[src/sv/srdc_pkg.sv]
// Shared types, constants and the CRC byte update for the state record decoder checker.
`default_nettype none

package srdc_pkg;

  localparam int unsigned PosW = 6;

  localparam logic [31:0]     RecordMagic = 32'h3153_5452;
  localparam logic [31:0]     CrcPoly     = 32'hEDB8_8320;
  localparam logic [31:0]     CrcInit     = 32'hFFFF_FFFF;
  localparam logic [PosW-1:0] CrcSpan     = 6'd36;
  localparam logic [PosW-1:0] RecordLen   = 6'd40;
  localparam logic [PosW-1:0] CountCap    = 6'd41;
  localparam logic [PosW-1:0] OffsetBase  = 6'd12;

  typedef enum logic [2:0] {
    StOk      = 3'd0,
    StLength  = 3'd1,
    StMagic   = 3'd2,
    StVersion = 3'd3,
    StCrc     = 3'd4,
    StMode    = 3'd5
  } status_e;

  typedef enum logic {
    RegExpectedVersion = 1'b0,
    RegMaxModeValue    = 1'b1
  } reg_idx_e;

  typedef struct packed {
    logic [7:0]      data;
    logic [PosW-1:0] pos;
    logic            last;
  } item_t;

  typedef struct packed {
    logic [7:0] expected_version;
    logic [7:0] max_mode_value;
  } cfg_t;

  typedef struct packed {
    logic [4:0]  pad;
    logic [31:0] layout_revision;
    logic [31:0] flag_bits;
    logic [31:0] page_number;
    logic [31:0] node_offset;
    logic [63:0] byte_offset;
    logic [31:0] chapter;
    logic [7:0]  font_scale;
    logic [7:0]  orientation;
    logic [7:0]  counter_mode;
    status_e     status;
  } result_t;

  function automatic logic [31:0] crc_byte(input logic [31:0] crc, input logic [7:0] b);
    logic [31:0] c;
    c = crc ^ {24'h0, b};
    for (int k = 0; k < 8; k++) begin
      c = (c >> 1) ^ (c[0] ? CrcPoly : 32'h0);
    end
    return c;
  endfunction

endpackage

`default_nettype wire

[src/sv/srdc_back.sv]
// Back end: CRC, field assembly, record checks and the result register.
`default_nettype none

module srdc_back (
  input  wire                 clk_i,
  input  wire                 rst_ni,
  input  srdc_pkg::cfg_t      cfg_i,
  input  wire                 pop_valid_i,
  input  srdc_pkg::item_t     pop_item_i,
  output logic                pop_ready_o,
  output logic                out_valid_o,
  output srdc_pkg::result_t   out_data_o,
  input  wire                 out_ready_i
);

  logic [31:0] crc_q, crc_d, magic_q, magic_d, chapter_q, chapter_d;
  logic [31:0] node_q, node_d, page_q, page_d, flags_q, flags_d;
  logic [31:0] layout_q, layout_d, scrc_q, scrc_d;
  logic [63:0] boff_q, boff_d;
  logic [7:0]  version_q, version_d, mode_q, mode_d;
  logic [7:0]  orient_q, orient_d, font_q, font_d;

  logic                      out_valid_q, out_valid_d;
  srdc_pkg::result_t         out_data_q, result;
  srdc_pkg::status_e         status;
  logic [7:0]                b;
  logic [srdc_pkg::PosW-1:0] pos, rel;
  logic                      pop, pop_last;

  assign b   = pop_item_i.data;
  assign pos = pop_item_i.pos;
  assign rel = pos - srdc_pkg::OffsetBase;

  assign pop_ready_o = !pop_item_i.last || !out_valid_q || out_ready_i;
  assign pop         = pop_valid_i && pop_ready_o;
  assign pop_last    = pop && pop_item_i.last;

  // place the byte by its position
  always_comb begin
    crc_d     = crc_q;
    magic_d   = magic_q;
    version_d = version_q;
    mode_d    = mode_q;
    orient_d  = orient_q;
    font_d    = font_q;
    chapter_d = chapter_q;
    boff_d    = boff_q;
    node_d    = node_q;
    page_d    = page_q;
    flags_d   = flags_q;
    layout_d  = layout_q;
    scrc_d    = scrc_q;
    if (pos < srdc_pkg::CrcSpan) begin
      crc_d = srdc_pkg::crc_byte(crc_q, b);
    end
    priority if (pos < 6'd4) begin
      magic_d[{pos[1:0], 3'b000} +: 8] = b;
    end else if (pos == 6'd4) begin
      version_d = b;
    end else if (pos == 6'd5) begin
      mode_d = b;
    end else if (pos == 6'd6) begin
      orient_d = b;
    end else if (pos == 6'd7) begin
      font_d = b;
    end else if (pos < 6'd12) begin
      chapter_d[{pos[1:0], 3'b000} +: 8] = b;
    end else if (pos < 6'd20) begin
      boff_d[{rel[2:0], 3'b000} +: 8] = b;
    end else if (pos < 6'd24) begin
      node_d[{pos[1:0], 3'b000} +: 8] = b;
    end else if (pos < 6'd28) begin
      page_d[{pos[1:0], 3'b000} +: 8] = b;
    end else if (pos < 6'd32) begin
      flags_d[{pos[1:0], 3'b000} +: 8] = b;
    end else if (pos < 6'd36) begin
      layout_d[{pos[1:0], 3'b000} +: 8] = b;
    end else if (pos < srdc_pkg::RecordLen) begin
      scrc_d[{pos[1:0], 3'b000} +: 8] = b;
    end else begin
      scrc_d = scrc_q;
    end
  end

  // first failing check wins
  always_comb begin
    priority if (pos != srdc_pkg::RecordLen - 1'b1) begin
      status = srdc_pkg::StLength;
    end else if (magic_d != srdc_pkg::RecordMagic) begin
      status = srdc_pkg::StMagic;
    end else if (version_d != cfg_i.expected_version) begin
      status = srdc_pkg::StVersion;
    end else if (scrc_d != ~crc_d) begin
      status = srdc_pkg::StCrc;
    end else if (mode_d > cfg_i.max_mode_value) begin
      status = srdc_pkg::StMode;
    end else begin
      status = srdc_pkg::StOk;
    end
  end

  always_comb begin
    result        = '0;
    result.status = status;
    if (status == srdc_pkg::StOk) begin
      result.counter_mode    = mode_d;
      result.orientation     = orient_d;
      result.font_scale      = font_d;
      result.chapter         = chapter_d;
      result.byte_offset     = boff_d;
      result.node_offset     = node_d;
      result.page_number     = page_d;
      result.flag_bits       = flags_d;
      result.layout_revision = layout_d;
    end
  end

  always_comb begin
    out_valid_d = out_valid_q;
    if (pop_last) begin
      out_valid_d = 1'b1;
    end else if (out_ready_i) begin
      out_valid_d = 1'b0;
    end
  end

  always_ff @(posedge clk_i or negedge rst_ni) begin
    if (!rst_ni) begin
      out_valid_q <= 1'b0;
      crc_q       <= srdc_pkg::CrcInit;
      magic_q     <= '0;
      version_q   <= '0;
      mode_q      <= '0;
      orient_q    <= '0;
      font_q      <= '0;
      chapter_q   <= '0;
      boff_q      <= '0;
      node_q      <= '0;
      page_q      <= '0;
      flags_q     <= '0;
      layout_q    <= '0;
      scrc_q      <= '0;
    end else begin
      out_valid_q <= out_valid_d;
      if (pop_last) begin
        crc_q     <= srdc_pkg::CrcInit;
        magic_q   <= '0;
        version_q <= '0;
        mode_q    <= '0;
        orient_q  <= '0;
        font_q    <= '0;
        chapter_q <= '0;
        boff_q    <= '0;
        node_q    <= '0;
        page_q    <= '0;
        flags_q   <= '0;
        layout_q  <= '0;
        scrc_q    <= '0;
      end else if (pop) begin
        crc_q     <= crc_d;
        magic_q   <= magic_d;
        version_q <= version_d;
        mode_q    <= mode_d;
        orient_q  <= orient_d;
        font_q    <= font_d;
        chapter_q <= chapter_d;
        boff_q    <= boff_d;
        node_q    <= node_d;
        page_q    <= page_d;
        flags_q   <= flags_d;
        layout_q  <= layout_d;
        scrc_q    <= scrc_d;
      end
    end
  end

  always_ff @(posedge clk_i) begin
    if (pop_last) begin
      out_data_q <= result;
    end
  end

  assign out_valid_o = out_valid_q;
  assign out_data_o  = out_data_q;

endmodule

`default_nettype wire
[config.mk]
export PLATFORM = sky130hd
export DESIGN_NAME = srdc_back
export DESIGN_NICKNAME = d
export VERILOG_FILES = /design/src/sv/srdc_pkg.sv /design/src/sv/srdc_back.sv
export SDC_FILE = /design/constraint.sdc
export NUM_CORES = 1
export LEC_CHECK = 0
export BUFFER_PORTS_ARGS = -buffer_cell sky130_fd_sc_hd__buf_4
export CORE_UTILIZATION = 41
export DETAILED_ROUTE_END_ITERATION = 12
export PLACE_DENSITY = 0.65
export SLEW_MARGIN = 30
export SYNTH_ARGS = -nofsm -noshare
export SYNTH_HDL_FRONTEND = slang
export SYNTH_SLANG_ARGS = --single-unit
[constraint.sdc]
create_clock -name clk_i -period 7.59 [get_ports clk_i]
set_input_delay 0.759 -clock clk_i [delete_from_list [all_inputs] [get_ports clk_i]]
set_output_delay 0.759 -clock clk_i [all_outputs]
set_load 0.005 [all_outputs]
; ---- After elaboration in Yosys (flattened, before gate mapping)
; Index checks and enable logic that the tools add are counted.
[totals]
reg_bits = 604
in_bits = 35
output_inout_bits = 258
word_cells = 195
[classes]
add_sub_neg = 3
order_cmp = 9
n_eq_ne = 8
shift = 4
muxes = 128
n_bitwise = 10
n_reduce_logical = 9
[op_table]
columns = op, n
row1 = $mux 32, 82
row2 = $mux 64, 9
row3 = $xor 31x32->32, 8
row4 = $bwmux 32, 7
row5 = $mux 8, 22
row6 = $bwmux 64, 1
row7 = $shift 8x8->64 const A, 1
row8 = $shiftx 8x8->64, 1
row9 = $ne 32x30->1 const B, 1
row10 = $ne 32x32->1, 1
row11 = $not 32->32, 1
row12 = $shift 8x7->32 const A, 1
row13 = $shiftx 8x7->32, 1
row14 = $xor 32x8->32, 1
row15 = $eq 6x3->1 const B, 4
row16 = $lt 6x5->1 const B, 3
row17 = $lt 6x6->1 const B, 3
row18 = $mux 3, 5
row19 = $gt 8x8->1, 1
row20 = $ne 8x8->1, 1
row21 = $neg 6->8, 1
row22 = $neg 5->7, 1
row23 = $lt 6x3->1 const B, 1
row24 = $lt 6x4->1 const B, 1
row25 = 8 further kinds, 13

; ---- Depth between registers and ports, before layout
[logic_depth]
word_depth = 25
ltp_mapped = 21
depth_no_buf = 15

; ---- Worst setup path before layout
; Ideal clock, no wire load.
[synth_timing]
path_type = input -> register
start = input pop_item_i[0] in the netlist's numbering
end = register out_data_q, in the netlist out_data_o[0], enable pin
setup_time_ns = 0.646
arrival_ns = 7.326
t_required_ns = 6.944
slack_ns = -0.382
cell_stages = 4
path_buffers = 3
cell_sequence = clkbuf_1 -> clkbuf_1 -> clkbuf_1 -> and3_1
[synth_between]
elab_chain_cells = 5
[synth_lines]
columns = element, line_no
row1 = start: declaration, srdc_back.sv:9  ; input srdc_pkg::item_t pop_item_i,
row2 = $logic_not 1->1, srdc_back.sv:34  ; assign pop_ready_o = !pop_item_i.last || !out_valid_q || out_ready_i;
row3 = $logic_or 1x1->1 (2 in series), srdc_back.sv:34
row4 = $logic_and 1x1->1, srdc_back.sv:35  ; assign pop = pop_valid_i && pop_ready_o;
row5 = $logic_and 1x1->1 (*), srdc_back.sv:36  ; assign pop_last = pop && pop_item_i.last;
row6 = end signal: assignment, srdc_back.sv:179  ; out_data_q <= result;
row7 = end: declaration, srdc_back.sv:24  ; srdc_pkg::result_t out_data_q, result;
; Mark *: on every way between the ends. The rest lies on a longest branch, timed or not.
; A chain may end at the register's enable or synchronous reset.

; ---- Worst setup path after layout
[layout_timing]
start = input pop_item_i[1] in the netlist's numbering
end = register out_data_q, in the netlist out_data_o[35] (data pin)
[layout_between]
elab_chain_cells = 21
elab_cells_between_ends = 55
classes_between = add/sub: 1 / order compare: 9 / eq/ne: 8 / shift: 2 / mux: 33 / bitwise: 1 / reduce/logical: 1
[layout_lines]
columns = element, line_no
row1 = $neg 5->7, "srdc_back.sv:57, srdc_back.sv:67, srdc_back.sv:79"
row2 = $shiftx 8x7->32 or $shift 8x7->32 (tied branches), "srdc_back.sv:57, srdc_back.sv:67, srdc_back.sv:79"
row3 = $bwmux 32, srdc_back.sv:79  ; scrc_d[{pos[1:0], 3'b000} +: 8] = b;
row4 = $mux 32, srdc_back.sv:78  ; end else if (pos < srdc_pkg::RecordLen) begin
row5 = $mux 32, srdc_back.sv:76  ; end else if (pos < 6'd36) begin
row6 = $mux 32, srdc_back.sv:74  ; end else if (pos < 6'd32) begin
row7 = $mux 32, srdc_back.sv:72  ; end else if (pos < 6'd28) begin
row8 = $mux 32, srdc_back.sv:70  ; end else if (pos < 6'd24) begin
row9 = [5 not listed], -
row10 = $mux 32, srdc_back.sv:58  ; end else if (pos == 6'd4) begin
row11 = $mux 32, srdc_back.sv:56  ; priority if (pos < 6'd4) begin
row12 = $ne 32x32->1, srdc_back.sv:93  ; end else if (scrc_d != ~crc_d) begin
row13 = $mux 3, srdc_back.sv:93
row14 = $mux 3, srdc_back.sv:91  ; end else if (version_d != cfg_i.expected_version) begin
row15 = $mux 3, srdc_back.sv:89  ; end else if (magic_d != srdc_pkg::RecordMagic) begin
row16 = $mux 3, srdc_back.sv:87  ; priority if (pos != srdc_pkg::RecordLen - 1'b1) begin
row17 = $logic_not 3->1, srdc_back.sv:105  ; if (status == srdc_pkg::StOk) begin
; Several ways; a longest one is shown, not always the timed one.

==> metrics.csv <==
stage,metric,value,unit
min_path,min_path_type,input pin to async pin,
yosys,yosysTopAreaCellShare,0.2540,
sta,rsz0062_at_grt,no,
die,io_pins,293,
setup_path,required,8020,ps
clock_tree,path_clk_slew,60,ps
global_routing,grt_max_degree,207,
placement,pre_cts_slack,1652,ps
die,die_x,279.7,um
power_and_ir_drop,ir_drop,0.1574,mV
sta,clock_skew,36.31,ps
final_layout,synthToLayoutAreaGrowth,15.24,%
final_layout,antenna_cells,0,
sta,max-slew-margin-rel,0.3169,
die,core-area,76080,um2
run_status,status,"complete, no violations",
sta,fin_crit,5588,ps
clock_tree,holdBufCountCts,0,
route,vias,24965,
sta,clock.fmax,178.9,MHz
die,core.rowCount,101,
final_layout,fill_cells,6967,
sta,final-max-slew-violation-count,0,
setup_path,worstSetupStartpointType,input pin,
route,drc,0,
yosys,syn_avg_cell_area,10.28,um2
yosys,async_reset_ff_frac,0.5844,
route,vias_per_cell,5.829,
yosys,ys_seq_elements,604,
yosys,synth_cell_types,72,
route,wirelength,99800,um
sta,worst_slew_pin_slew,1022,ps
route,routedWlPerCell,23.30,um
sta,finalHoldViolations,0,
placement,portBuffers,287,
route,firstDrtPassIters,6,
final_layout,num-nets-final,3250,
die,die_area,78240,um2
yosys,ys_warn_count,0,
yosys,synth.area.top_cells,"dfrtp_1 (25%), edfxtp_1 (24%), nor3_2 (6.4%)",
placement,place_congestion,0.9448,
clock_tree,cts-root-buf,clkbuf_16,
clock_tree,cts_resized,0,
run,maxCapViolCount,0,
route,drt_iter0_drc,2754,
yosys,syn_inst,3075,
yosys,syn_area,31620,um2
sta,post-route-period-util,0.7363,
power_and_ir_drop,leakage,14.42,nW
global_routing,grt_pass1_wl,148600,um
sta,layout_setup_ws,2002,ps
clock_tree,cts_tree,done,
final_layout,largest_reg_flops,251,
global_routing,grt-ovfl-total,0,
sta,fin_tns_setup,0,ps
final_layout,ff_latch_area,16410,um2
setup_path,arrival,6010,ps
global_routing,grt_pass1_vias,23257,
die,start_util,0.4157,
power_and_ir_drop,powerDensity,277.3,nW/um2
final_layout,multi_input_area,13920,um2
yosys,seq_area_frac_synth,0.5190,
setup_path,cp-end-kind,register,
final_layout,drive_above_1_share,0.2112,
placement,dpl.hpwl,64410,um
clock_tree,cts_htree_levels,3,
clock_tree,postCtsSetupRepairBufs,0,
clock_tree,clock_latency,610,ps
final_layout,stdcell_area,36440,um2
setup_path,r2r_slack,2980,ps
setup_path,cp_max_fo,103,
sta,setup_violations,0,
clock_tree,cts_buffers,68,
global_routing,grt_usage,0.2490,
yosys,synth_area_leader_cell,dfrtp_1,
die,die_h,279.7,um
clock_tree,cts_max_path_buffers,3,
route,ant_nets,0,
yosys,synthFlopType,dfrtp_1,
placement,place_area,34280,um2
setup_path,crit_type,input pin to register,
yosys,synth_edf_count,251,
clock_tree,cts.sinks,604,
global_routing,grt_antenna_before_repair,4,
cell usage after synthesis, drive strengths merged, types with 4 or more instances:
cell / n
nand2: 378
o21ai: 328
dfrtp: 321
nor3: 270
edfxtp: 251
nor2: 242
a22oi: 228
clkbuf: 226
a21oi: 208
mux2i: 148
xnor2: 81
buf: 48
inv: 34
dfstp: 32
a31oi: 26
xor2: 22
and3: 18
and2: 16
nand3: 16
nor2b: 15
nor4: 14
xnor3: 14
ha: 13
a21boi: 10
a32o: 9
nand4: 9
o31ai: 8
a22o: 7
nor4b: 7
nand3b: 6
nor3b: 6
nor4bb: 5
o21a: 5
or3: 5
o22a: 4
xor3: 4
metal layers:
layer	global-route usage	part of all wire
met5	0	0.00037
met4	0.07748	0.028
met3	0.04854	0.082
met2	0.3851	0.46
met1	0.3516	0.43
stage by stage:
step	utilization	total power, mW	cells	hold WS, ps
after floorplan	-	6.193	3079	439.6
after global placement	0.4503	6.908	4159	455.3
after detailed placement	0.4506	6.967	4160	462.7
after CTS	0.4781	10.11	4281	107.8
after global routing	0.4790	10.53	4283	133.2
final	0.4790	10.11	4283	113.8
power breakdown:
| part | switching, mW | total, mW | internal, mW |
|---|---|---|---|
| combinational | 1.56 | 2.81 | 1.25 |
| clock | 1.33 | 3.15 | 1.82 |
| sequential | 0.319 | 4.15 | 3.83 |
| total | 3.21 | 10.1 | 6.89 |
cell usage in the layout (no fill, tap or decap), drive strengths merged, types with 7 or more instances in the layout:
cell type	count
nand2	378
o21ai	328
buf	327
dfrtp	321
nor3	270
edfxtp	251
nor2	242
a22oi	228
a21oi	208
mux2i	148
clkbuf	102
xnor2	81
inv	36
dfstp	32
a31oi	26
xor2	22
and3	18
nand3	16
and2	16
nor2b	15
clkinv	15
xnor3	14
nor4	14
ha	13
a21boi	10
nand4	9
a32o	9
o31ai	8
a22o	7
nor4b	7
path summary, 6_finish.rpt:
path | cells past startpoint | endpoint | startpoint
setup / recovery | 13 | out_data_o[35] | pop_item_i[1]
hold / removal | 1 | layout_q[22] | rst_ni
setup reg to reg | 10 | out_data_o[35] | crc_q[5]
hold reg to reg | 2 | boff_q[59] | boff_q[59]
max in group asynchronous | 3 | boff_q[10] | rst_ni
min in group clk_i | 2 | boff_q[59] | boff_q[59]
worst max-delay path, stage by stage:
cell       delay [ps]
buf_4             160
inv_1             120
ha_1              610
nand4bb_1         400
nor2_1            870
mux2i_1           350
nand3b_1          200
o2111ai_1         120
or4_1             540
nor4_2            400
nand3b_4          500
buf_12            410
nor3_1            360
logic make-up (layout without fill, tap and decap cells):
group,count (synthesis),in the layout,synth area share
multiplexers,148,148,0.04685
AND/OR/NAND/NOR,1029,1029,0.1792
flip-flops,604,604,0.5190
XOR/XNOR,121,121,0.04566
other,1,5,0.0001186
adder cells (fa/ha/maj),13,13,0.005144
buffers and inverters,308,482,0.04336
AO/OA/AOI/OAI,851,851,0.1608
final cells by class:
cell class / count / share of cell area
Timing Repair Buffer: 327 / 0.07148
Inverter: 34 / 0.003502
Tap cell: 1030 / 0.03536
Clock inverter: 19 / 0.003605
Multi-Input combinational cell: 2167 / 0.3820
Sequential cell: 604 / 0.4503
Clock buffer: 102 / 0.05376
Power figures use the tool's default switching activity.
